==> config.mk <==
export PLATFORM = sky130hd
export DESIGN_NAME = multilevel_priority_queue_purge_promote_core
export DESIGN_NICKNAME = d
export VERILOG_FILES = /design/src/rtl/core/mlpq_pkg.sv /design/src/rtl/core/multilevel_priority_queue_purge_promote_core.sv
export SDC_FILE = /design/constraint.sdc
export NUM_CORES = 2
export LEC_CHECK = 0
export ABC_AREA = 1
export BUFFER_PORTS_ARGS = -buffer_cell sky130_fd_sc_hd__buf_2
export CAP_MARGIN = 20
export CORE_MARGIN = 5
export CORE_UTILIZATION = 30
export DETAILED_ROUTE_END_ITERATION = 8
export PLACE_DENSITY = 0.4
export SLEW_MARGIN = 20
export SYNTH_ARGS = -nofsm -noshare
export SYNTH_HDL_FRONTEND = slang
export SYNTH_SLANG_ARGS = --single-unit
==> constraint.sdc <==
create_clock -name clk -period 6.3 [get_ports clk]
set_clock_uncertainty 0.1 [all_clocks]
set_input_delay 1.575 -clock clk [delete_from_list [all_inputs] [get_ports clk]]
set_output_delay 1.575 -clock clk [all_outputs]
set_load 0.02 [all_outputs]
==> src/rtl/core/mlpq_pkg.sv <==
// Shared types and constants for the multilevel priority queue core.
// No dependencies.
package mlpq_pkg;

    localparam int CAPACITY_DEF    = 64;
    localparam int LEVELS_DEF      = 5;
    localparam int SOURCE_BITS_DEF = 8;

    typedef enum logic [1:0] {
        OP_SEND    = 2'd0,
        OP_REMOVE  = 2'd1,
        OP_PROMOTE = 2'd2,
        OP_ANNOUNCE = 2'd3
    } op_t;

    typedef enum logic [1:0] {
        KIND_ENTRY  = 2'd0,
        KIND_ACCEPT = 2'd1,
        KIND_REJECT = 2'd2
    } kind_t;

    typedef struct packed {
        logic [1:0]  operation;
        logic [7:0]  source_id;
        logic [2:0]  level;
        logic [15:0] payload;
        logic [6:0]  count;
    } cmd_t;

    typedef struct packed {
        logic [1:0]  kind;
        logic [7:0]  out_source;
        logic [2:0]  out_level;
        logic [15:0] out_payload;
        logic        last;
    } result_t;

endpackage

==> src/rtl/core/multilevel_priority_queue_purge_promote_core.sv <==
// Multilevel priority queue core: LEVELS linked FIFO lists over a shared entry store.
// Depends on mlpq_pkg.
// Send: result registered from S_SEND; S_SEND_LINK follows if the level was not empty.
// Announce: visits levels in S_LV and pops each entry through S_RD and S_EVAL.
// Remove: scans levels in S_LV, each entry in S_RD and S_EVAL; promote adds S_FIX_CUR and
// S_FIX_TAIL per moved entry. Reset empties every list and frees every slot.
module multilevel_priority_queue_purge_promote_core
#(
    parameter int CAPACITY    = mlpq_pkg::CAPACITY_DEF,
    parameter int LEVELS      = mlpq_pkg::LEVELS_DEF,
    parameter int SOURCE_BITS = mlpq_pkg::SOURCE_BITS_DEF
)
(
    input  logic              clk,
    input  logic              rst_n,
    input  logic              start,
    input  mlpq_pkg::cmd_t    cmd,
    output logic              busy,
    output logic              strobe,
    output mlpq_pkg::result_t result
);
    import mlpq_pkg::*;

    localparam int PW = $clog2(CAPACITY + 1);
    localparam int IW = $clog2(CAPACITY);
    localparam int LW = $clog2(LEVELS);
    localparam int DW = SOURCE_BITS + 16;
    localparam logic [PW-1:0] NIL = PW'(CAPACITY);

    typedef enum logic [2:0] {
        S_IDLE, S_SEND, S_SEND_LINK, S_LV, S_RD, S_EVAL, S_FIX_CUR, S_FIX_TAIL
    } state_t;

    // Source and payload of each slot, and the link to the next slot of its list.
    logic [DW-1:0] data_mem [CAPACITY];
    logic [PW-1:0] link_mem [CAPACITY];

    logic [DW-1:0] data_rd_reg;
    logic [PW-1:0] link_rd_reg;
    logic          data_we;
    logic          link_we;
    logic [IW-1:0] data_wa;
    logic [IW-1:0] link_wa;
    logic [DW-1:0] data_wd;
    logic [PW-1:0] link_wd;

    logic [CAPACITY-1:0] used_reg;
    logic [PW-1:0] head_reg [LEVELS];
    logic [PW-1:0] tail_reg [LEVELS];
    state_t        state_reg;
    cmd_t          cmd_reg;
    logic [LW-1:0] lv_reg;
    logic [PW-1:0] cur_reg;
    logic [PW-1:0] prev_reg;
    logic [PW-1:0] nxt_reg;
    logic [PW-1:0] otail_reg;
    logic [PW-1:0] slot_reg;
    logic [6:0]    n_reg;
    logic          strobe_reg;
    logic          strobe_next;
    result_t       result_reg;

    op_t                    op;
    logic [SOURCE_BITS-1:0] csrc;
    logic [SOURCE_BITS-1:0] rd_src;
    logic [15:0]            rd_pay;
    logic [LW-1:0]          slv;
    logic [LW-1:0]          dst;
    logic                   send_ok;
    logic                   match;
    logic                   lv_last;
    logic                   rest_empty;
    logic                   pop_last;
    logic [PW-1:0]          free_slot;

    assign op       = op_t'(cmd_reg.operation);
    assign csrc     = SOURCE_BITS'(cmd_reg.source_id);
    assign rd_src   = data_rd_reg[DW-1:16];
    assign rd_pay   = data_rd_reg[15:0];
    assign slv      = cmd_reg.level[LW-1:0];
    assign dst      = lv_reg - LW'(1);
    assign lv_last  = (lv_reg == LW'(LEVELS - 1));
    assign send_ok  = ({1'b0, cmd_reg.level} < 4'(LEVELS)) && (free_slot != NIL);
    assign match    = (rd_src == csrc);
    // The popped entry is the final beat when the count is reached or nothing is left.
    assign pop_last = (n_reg + 7'd1 == cmd_reg.count) ||
                      (link_rd_reg == NIL && rest_empty);
    assign strobe_next = (state_reg == S_SEND) ||
                         (state_reg == S_EVAL && op == OP_ANNOUNCE);

    // Lowest free slot.
    always_comb
    begin
        free_slot = NIL;
        for (int i = CAPACITY - 1; i >= 0; i--)
            if (!used_reg[i])
                free_slot = PW'(i);
    end

    always_comb
    begin
        rest_empty = 1'b1;
        for (int j = 0; j < LEVELS; j++)
            if (j > int'(lv_reg) && head_reg[j] != NIL)
                rest_empty = 1'b0;
    end

    // One data write and one link write at most per cycle, chosen from state.
    always_comb
    begin
        data_we = 1'b0;
        data_wa = '0;
        data_wd = '0;
        link_we = 1'b0;
        link_wa = '0;
        link_wd = NIL;
        case (state_reg)
            S_SEND:
            begin
                if (send_ok)
                begin
                    data_we = 1'b1;
                    data_wa = free_slot[IW-1:0];
                    data_wd = {csrc, cmd_reg.payload};
                    link_we = 1'b1;
                    link_wa = free_slot[IW-1:0];
                end
            end
            S_SEND_LINK:
            begin
                link_we = 1'b1;
                link_wa = otail_reg[IW-1:0];
                link_wd = slot_reg;
            end
            S_EVAL:
            begin
                // The previous kept entry now skips the unlinked one.
                if (op != OP_ANNOUNCE && match && prev_reg != NIL)
                begin
                    link_we = 1'b1;
                    link_wa = prev_reg[IW-1:0];
                    link_wd = link_rd_reg;
                end
            end
            S_FIX_CUR:
            begin
                link_we = 1'b1;
                link_wa = cur_reg[IW-1:0];
            end
            S_FIX_TAIL:
            begin
                link_we = 1'b1;
                link_wa = otail_reg[IW-1:0];
                link_wd = cur_reg;
            end
            default:
            begin
                link_we = 1'b0;
            end
        endcase
    end

    always_ff @(posedge clk)
    begin
        if (data_we)
            data_mem[data_wa] <= data_wd;
        if (link_we)
            link_mem[link_wa] <= link_wd;
        if (state_reg == S_RD)
        begin
            data_rd_reg <= data_mem[cur_reg[IW-1:0]];
            link_rd_reg <= link_mem[cur_reg[IW-1:0]];
        end
    end

    always_ff @(posedge clk or negedge rst_n)
    begin
        if (!rst_n)
        begin
            state_reg  <= S_IDLE;
            used_reg   <= '0;
            cmd_reg    <= '0;
            lv_reg     <= '0;
            cur_reg    <= NIL;
            prev_reg   <= NIL;
            nxt_reg    <= NIL;
            otail_reg  <= NIL;
            slot_reg   <= NIL;
            n_reg      <= '0;
            strobe_reg <= 1'b0;
            result_reg <= '0;
            for (int i = 0; i < LEVELS; i++)
            begin
                head_reg[i] <= NIL;
                tail_reg[i] <= NIL;
            end
        end
        else
        begin
            strobe_reg <= strobe_next;
            case (state_reg)
                S_IDLE:
                begin
                    if (start)
                    begin
                        cmd_reg <= cmd;
                        n_reg   <= '0;
                        case (op_t'(cmd.operation))
                            OP_SEND:
                                state_reg <= S_SEND;
                            OP_PROMOTE:
                            begin
                                lv_reg    <= LW'(1);
                                state_reg <= S_LV;
                            end
                            OP_ANNOUNCE:
                            begin
                                lv_reg <= '0;
                                // A zero count pops nothing and gives no beat.
                                if (cmd.count != 7'd0)
                                    state_reg <= S_LV;
                            end
                            default:
                            begin
                                lv_reg    <= '0;
                                state_reg <= S_LV;
                            end
                        endcase
                    end
                end
                S_SEND:
                begin
                    result_reg <= '{kind: send_ok ? KIND_ACCEPT : KIND_REJECT,
                                    out_source: 8'd0, out_level: 3'd0,
                                    out_payload: 16'd0, last: 1'b1};
                    if (send_ok)
                    begin
                        used_reg[free_slot[IW-1:0]] <= 1'b1;
                        slot_reg  <= free_slot;
                        otail_reg <= tail_reg[slv];
                        if (head_reg[slv] == NIL)
                            head_reg[slv] <= free_slot;
                        tail_reg[slv] <= free_slot;
                    end
                    if (send_ok && tail_reg[slv] != NIL)
                        state_reg <= S_SEND_LINK;
                    else
                        state_reg <= S_IDLE;
                end
                S_SEND_LINK:
                    state_reg <= S_IDLE;
                S_LV:
                begin
                    cur_reg  <= head_reg[lv_reg];
                    prev_reg <= NIL;
                    if (head_reg[lv_reg] != NIL)
                        state_reg <= S_RD;
                    else if (lv_last)
                        state_reg <= S_IDLE;
                    else
                        lv_reg <= lv_reg + LW'(1);
                end
                S_RD:
                    state_reg <= S_EVAL;
                S_EVAL:
                begin
                    nxt_reg <= link_rd_reg;
                    if (op == OP_ANNOUNCE)
                    begin
                        result_reg <= '{kind: KIND_ENTRY, out_source: 8'(rd_src),
                                        out_level: 3'(lv_reg), out_payload: rd_pay,
                                        last: pop_last};
                        used_reg[cur_reg[IW-1:0]] <= 1'b0;
                        head_reg[lv_reg] <= link_rd_reg;
                        if (link_rd_reg == NIL)
                            tail_reg[lv_reg] <= NIL;
                        n_reg <= n_reg + 7'd1;
                        if (pop_last)
                            state_reg <= S_IDLE;
                        else if (link_rd_reg == NIL)
                        begin
                            lv_reg    <= lv_reg + LW'(1);
                            state_reg <= S_LV;
                        end
                        else
                        begin
                            cur_reg   <= link_rd_reg;
                            state_reg <= S_RD;
                        end
                    end
                    else
                    begin
                        if (match)
                        begin
                            if (prev_reg == NIL)
                                head_reg[lv_reg] <= link_rd_reg;
                            if (tail_reg[lv_reg] == cur_reg)
                                tail_reg[lv_reg] <= prev_reg;
                            if (op == OP_PROMOTE)
                            begin
                                // Append to the tail of the level above.
                                otail_reg <= tail_reg[dst];
                                if (head_reg[dst] == NIL)
                                    head_reg[dst] <= cur_reg;
                                tail_reg[dst] <= cur_reg;
                            end
                            else
                                used_reg[cur_reg[IW-1:0]] <= 1'b0;
                        end
                        else
                            prev_reg <= cur_reg;
                        if (match && op == OP_PROMOTE)
                            state_reg <= S_FIX_CUR;
                        else if (link_rd_reg != NIL)
                        begin
                            cur_reg   <= link_rd_reg;
                            state_reg <= S_RD;
                        end
                        else if (lv_last)
                            state_reg <= S_IDLE;
                        else
                        begin
                            lv_reg    <= lv_reg + LW'(1);
                            state_reg <= S_LV;
                        end
                    end
                end
                S_FIX_CUR:
                begin
                    if (otail_reg != NIL)
                        state_reg <= S_FIX_TAIL;
                    else if (nxt_reg != NIL)
                    begin
                        cur_reg   <= nxt_reg;
                        state_reg <= S_RD;
                    end
                    else if (lv_last)
                        state_reg <= S_IDLE;
                    else
                    begin
                        lv_reg    <= lv_reg + LW'(1);
                        state_reg <= S_LV;
                    end
                end
                S_FIX_TAIL:
                begin
                    if (nxt_reg != NIL)
                    begin
                        cur_reg   <= nxt_reg;
                        state_reg <= S_RD;
                    end
                    else if (lv_last)
                        state_reg <= S_IDLE;
                    else
                    begin
                        lv_reg    <= lv_reg + LW'(1);
                        state_reg <= S_LV;
                    end
                end
                default:
                    state_reg <= S_IDLE;
            endcase
        end
    end

    assign busy   = (state_reg != S_IDLE);
    assign strobe = strobe_reg;
    assign result = result_reg;

endmodule

## Word level (Yosys, flattened, before mapping)

Memories as Yosys holds them, arrays and structs flattened. A register that Yosys moved wholly into a read port is not among the register bits.
Cells that the tools add are included.

- Memories kept: 2
- Output and inout bits: 32
- Logic and storage cells: 345
- Bits in writable memories: 1984
- Register bits: 249
- Input port bits: 39

Memory list:

| memory | depth | width | rd ports | clocked after Yosys merged registers in | write ports | RTL line | source |
|---|---|---|---|---|---|---|---|
| data_mem | 64 | 24 | 1 | 1 | 1 | multilevel_priority_queue_purge_promote_core.sv:35 | `logic [DW-1:0] data_mem [CAPACITY];` |
| link_mem | 64 | 7 | 1 | 1 | 1 | multilevel_priority_queue_purge_promote_core.sv:36 | `logic [PW-1:0] link_mem [CAPACITY];` |

- Reduce and logical (&&, ||, !) cells: 41
- Equality and inequality tests: 52
- Magnitude comparators: 15
- $add $sub $neg: 3
- Bitwise logic cells: 9
- Mux-type cells: 193

Operator list:

| operator | number |
|---|---|
| two-way mux 35 bit | 19 |
| two-way mux 7 bit | 95 |
| two-way mux 64 bit | 4 |
| bitwise mux 35 bit | 6 |
| case mux 35 bit (2 select lines) | 2 |
| case mux 64 bit (2 select lines) | 1 |
| binary-select mux 7 bit (select 3 bit) | 6 |
| inequality test 7 bit (second input constant) | 11 |
| bitwise AND 64 bit | 1 |
| inverter 64 bit | 1 |
| bitwise OR 64 bit | 1 |
| demux 7 bit (select 3 bit) | 3 |
| two-way mux 3 bit | 21 |
| case mux 30 bit (2 select lines) | 1 |
| two-way mux 24 bit | 2 |
| case mux 7 bit (2 select lines) | 3 |
| bitwise AND 30 bit | 1 |
| two-way mux 30 bit | 1 |
| inverter 30 bit | 1 |
| == test 7 bit (second input constant) | 4 |
| case mux 7 bit (4 select lines) | 1 |
| case mux 3 bit (8 select lines) | 1 |
| case mux 6 bit (4 select lines) | 1 |
| inequality test 3 bit (second input constant) | 7 |
| 48 further kinds | 119 |

## Depth between registers and ports, before layout

- Depth in word-level cells: 71
- Gate-level depth with buffers: 68
- Gate-level depth less buffers: 67

## Least setup slack after synthesis

OpenSTA, ideal clock, no wires.

- Path type: register -> register
- From: reg used_reg[62]
- To: mem data_mem[0][0] in the netlist's numbering, enable pin
- Cell stages (with the launch flop): 67
- Buffers on the path: 1
- Arrival: 5.151 ns
- Setup slack: 0.614 ns
- Clock period less this slack: 5.686 ns
- Setup time: 0.435 ns
- Required time: 5.765 ns
- Cells stage by stage: dfrtp_1 -> nand2_1 -> nand2_1 -> nand2_1 -> nand2_1 -> nand2_1 -> nand2_1 -> nand2_1 -> nand2_1 -> nand2_1 -> nand2_1 -> nand2_1 -> nand2_1 -> nand2_1 -> nand2_1 -> nand2_1 -> nand2_1 -> nand2_1 -> [31 not listed] -> nand2_1 -> nand2_1 -> nand2_1 -> nand2_1 -> nand2_1 -> nand2_1 -> nand2_1 -> nand2_1 -> nand2_1 -> nand2_1 -> nand2_1 -> nand2_1 -> nand2_2 -> nand2_4 -> nand2_4 -> buf_12 -> nand2_4 -> nor3_1

- Cells in the longest elaborated chain, start to end: 69
- Elaborated cells between the ends (all ways): 71
- Classes of those cells: 1 x eq/ne; 69 x mux; 1 x reduce/logical

Ends and longest elaborated chain:

| item | RTL line | source |
|---|---|---|
| from (decl) | multilevel_priority_queue_purge_promote_core.sv:47 | `logic [CAPACITY-1:0] used_reg;` |
| from (signal assigned) | multilevel_priority_queue_purge_promote_core.sv:181 | `used_reg <= '0;` |
| from (signal, indexed assignment) | multilevel_priority_queue_purge_promote_core.sv:238 | `used_reg[free_slot[IW-1:0]] <= 1'b1;` |
| from (signal, indexed assignment) | multilevel_priority_queue_purge_promote_core.sv:273 | `used_reg[cur_reg[IW-1:0]] <= 1'b0;` |
| two-way mux 7 bit (*) (63 in series) | multilevel_priority_queue_purge_promote_core.sv:96 | `if (!used_reg[i])` |
| inequality test 7 bit | multilevel_priority_queue_purge_promote_core.sv:83 | `assign send_ok = ({1'b0, cmd_reg.level} < 4'(LEVELS)) && (free_slot != NIL);` |
| logical AND 1 bit | multilevel_priority_queue_purge_promote_core.sv:83 |  |
| two-way mux 1 bit | multilevel_priority_queue_purge_promote_core.sv:120 | `if (send_ok)` |
| two-way mux 1 bit | multilevel_priority_queue_purge_promote_core.sv:117 | `case (state_reg)` |
| two-way mux 1 bit | multilevel_priority_queue_purge_promote_core.sv:165 | `if (data_we)` |
| two-way mux 1 bit (implied by the code) | multilevel_priority_queue_purge_promote_core.sv:166 | `data_mem[data_wa] <= data_wd;` |
| to (decl) | multilevel_priority_queue_purge_promote_core.sv:35 |  |

Mark *: on every way between the ends. The rest lies on a longest branch, timed or not.

## Worst setup path after layout

- From: reg used_reg[63]
- To: mem data_mem[23][10] in the netlist's numbering, enable pin

- Cells in the longest elaborated chain, start to end: 70
- Elaborated cells between the ends (all ways): 72
- Classes of those cells: 1 x eq/ne; 70 x mux; 1 x reduce/logical

Ends and longest elaborated chain:

| item | RTL line |
|---|---|
| two-way mux 7 bit (*) (64 in series) | multilevel_priority_queue_purge_promote_core.sv:96 |
| inequality test 7 bit | multilevel_priority_queue_purge_promote_core.sv:83 |
| logical AND 1 bit | multilevel_priority_queue_purge_promote_core.sv:83 |
| two-way mux 1 bit | multilevel_priority_queue_purge_promote_core.sv:120 |
| two-way mux 1 bit | multilevel_priority_queue_purge_promote_core.sv:117 |
| two-way mux 1 bit | multilevel_priority_queue_purge_promote_core.sv:165 |
| two-way mux 1 bit (implied by the code) | multilevel_priority_queue_purge_promote_core.sv:166 |

Marked as above.

==> metrics.md <==
| Metric | Value |
|---|---|
| Peak supply drop | `between 0.0002 and 0.0003 V` |
| Crit path kind | `flop to flop` |
| Critical Path RT | `6.78 ns` |
| Max reg flops | `1536` |
| Via total after detailed routing | `59940` |
| Vias per cell | `about 5.4` |
| Post-synth EDFFs | `slightly above 2000` |
| Most common cell in the synthesized netlist | `edfxtp_1` |
| Synth Cell Area | `around 90000 µm²` |
| Cts bufs inserted | `between 200 and 250` |
| Number of global-route vias before repair | `58440` |
| Final period utilization | `0.8704` |
| Worst setup SP type | `flop` |
| Dpl hpwl | `roughly 210000 µm` |
| Critical-path top delay cell | `dfrtp_1` |
| Netlist cell types | `57` |
| Initial Utilization | `0.3018` |
| Nets | `~7100` |
| DIE AREA | `just over 300000 µm²` |
| Crit path max-delay family | `simple AND/OR/NAND/NOR gates` |
| GRT overflow | `0` |
| Core Rows | `200` |
| Clk sinks | `around 2300` |
| Clk_lat worst skew | `roughly 0.92 ns` |
| Post-Syn Nets | `6751` |
| Synth top area share | `0.6738` |
| Worst slew pin tran | `1.127 ns` |
| Critical Path End Type | `flop` |
| Synth async-reset ratio | `0.1100` |
| CP peak stage delay | `a little under 0.4 ns` |
| Area leader, netlist | `edfxtp_1` |
| Routed wire per std cell | `a little under 30 µm` |
| Dominant synthesized flop cell | `edfxtp_1` |
| Met1 usage | `0.3047` |
| TNS Setup | `0 ns` |
| Design area | `about 110000 µm²` |
| Max-cap viol count | `0` |
| First-pass detailed-route iteration total | `8` |
| Num ports | `71` |
| Top post-synthesis cells by area | `edfxtp_1, dfrtp_1, nand2_1` |
| RSZ-0062 raised after global routing | `no` |
| Critical path arrival | `5.96 ns` |
| Final WL | `332900 µm` |
| Tmin final | `roughly 5.5 ns` |
| Register area share after synthesis | `0.7434` |
| Final hold violations | `0` |
| Leakage | `between 30 and 40 nW` |
| Postcts setup bufs | `0` |
| Buf/Inv on CP | `4` |
| Crit Path Max Fanout | `24` |
| Die width | `about 560 µm` |
| Largest net degree at the start of global routing | `96` |
| Met2 GRT Util | `0.3297` |
| Most common cell on crit path | `nand2_1` |
| Top cells by count, synth | `edfxtp_1, nand2_1, nor2_1` |
| CTS tree | `built` |
| Pre-CTS setup slack | `around 0.89 ns` |
| Most crowded layer after global routing | `met2` |
| Clock H-tree levels | `4` |
| Post-cts sizing count | `0` |
| # hold bufs at CTS | `0` |
| Initial antenna violation count | `19` |
| CTS root buffer | `clkbuf_16` |
| Fin. max-slew vios | `0` |
| RePlAce Congestion | `between 0.9 and 1` |
| Post-Syn Area per Cell | `about 13 µm²` |
| Reg clk slew, reported paths | `approximately 0.060 ns` |
| Syn. warnings | `0` |
| Area of the core | `between 200000 and 300000 µm²` |
| Aggregate global-route resource usage | `0.2085` |
| Buffers on Ports | `70` |
| 1st-iter DRT viols | `6978` |
| Max Clk Rate | `0.1824 GHz` |
| Share of layout cells above drive strength 1 | `0.1322` |
| Reg2reg setup slack | `just over 0.8 ns` |
| Hold crit path type | `flop to flop` |
| First-pass GRT wire length | `465700 µm` |
| Detailed-route DRC error count | `0` |
| Outcome | `finished, final reports clean` |
| Final setup margin | `about 0.82 ns` |
| Final setup vio count | `0` |
| Area delta synth->final | `18.68%` |
| Die Ht | `~560 µm` |
| Clock Path Buffers | `4` |
| Synth Instances | `between 6000 and 7000` |
| Post-place instance area | `between 90000 and 100000 µm²` |
| Synth Register Bits | `roughly 2300` |
| Met3 usage | `0.02692` |
| Rel. slew slack | `0.2487` |
| Pwr dens | `~400 nW/µm²` |
| Routed Antenna Nets | `0` |
[path summary, 6_finish.rpt]
kind,from,to,depth (start not counted)
max,used_reg[63],data_mem[23][10],68
min,data_rd_reg[0],result[1],2
max in group asynchronous,rst_n,used_reg[1],2
min in group asynchronous,rst_n,head_reg[24],1
min reg2reg,data_rd_reg[0],result[1],2
max reg2reg,used_reg[63],data_mem[23][10],68
[worst min-delay path, stage by stage, from the launching register on]
cell	delay, ns
edfxtp_1	0.32
nand2_1	0.05
nand2_1	0.05
[routing by layer]
metal | part of all wire | wire length [µm] | up-vias
met2 | 0.46 | 152200 | 2228
met5 | 0.00016 | 53 | -
li1 | - | - | 26140
met4 | 0.024 | 8091 | 8
met1 | 0.46 | 151700 | 31110
met3 | 0.062 | 20790 | 450
[metrics by stage]
step                      power (mW)  instances    util  hold slack (ns)
after floorplan                23.58       6707       -           0.3263
after global placement         29.15      10740  0.3320           0.3352
after detailed placement       29.13      10740  0.3321           0.3357
after CTS                      43.38      11190  0.3581           0.3405
after global routing           44.62      11190  0.3582           0.3945
final                          43.00      11200  0.3582           0.3434
[report_power, final]
group | internal [mW] | total (mW) | leakage [nW] | switching, mW
sequential | 17.5 | 18.1 | 23.3 | 0.607
clock | 8.11 | 14.2 | 3.79 | 6.07
combinational | 2.56 | 10.7 | 10.3 | 8.12
total | 28.2 | 43.0 | 37.4 | 14.8
[area by class of cell]
class                   instances  area [µm²]
diodes                          6       15.01
flip-flops and latches       2264       66760
clock inverters               145        1247
repair buffers                451        4651
well taps                    3939        4928
fillers                     28760      191000
inverters                     328        1234
clock buffers                 308        6500
multi-input cells            3758       21250
[cells in the final DEF, fill, tap and decap left out, types with 114 or more instances in the layout]
master        n
a22o_1      210
nand2_1    1302
nor2_1      345
buf_4       266
inv_1       310
a22oi_1     304
dfrtp_1     234
nand4_1     281
a21oi_1     210
edfxtp_1   2015
o21ai_0     275
a221oi_1    266
clkbuf_16   247
buf_12      114
[cell families (layout without fill, tap and decap cells)]
kind of cell             after synthesis  in the layout  share of synthesized area
AO/OA/AOI/OAI                       1493           1493                     0.1179
buffers and inverters                685           1232                    0.02933
XOR/XNOR                              22             22                   0.002146
multiplexers                           4              4                  0.0004876
AND/OR/NAND/NOR                     2234           2234                     0.1061
flip-flops                          2264           2264                     0.7434
adder cells (fa/ha/maj)                5              5                  0.0006966
other                                  0              6                          0
Power figures use the tool's default switching activity.
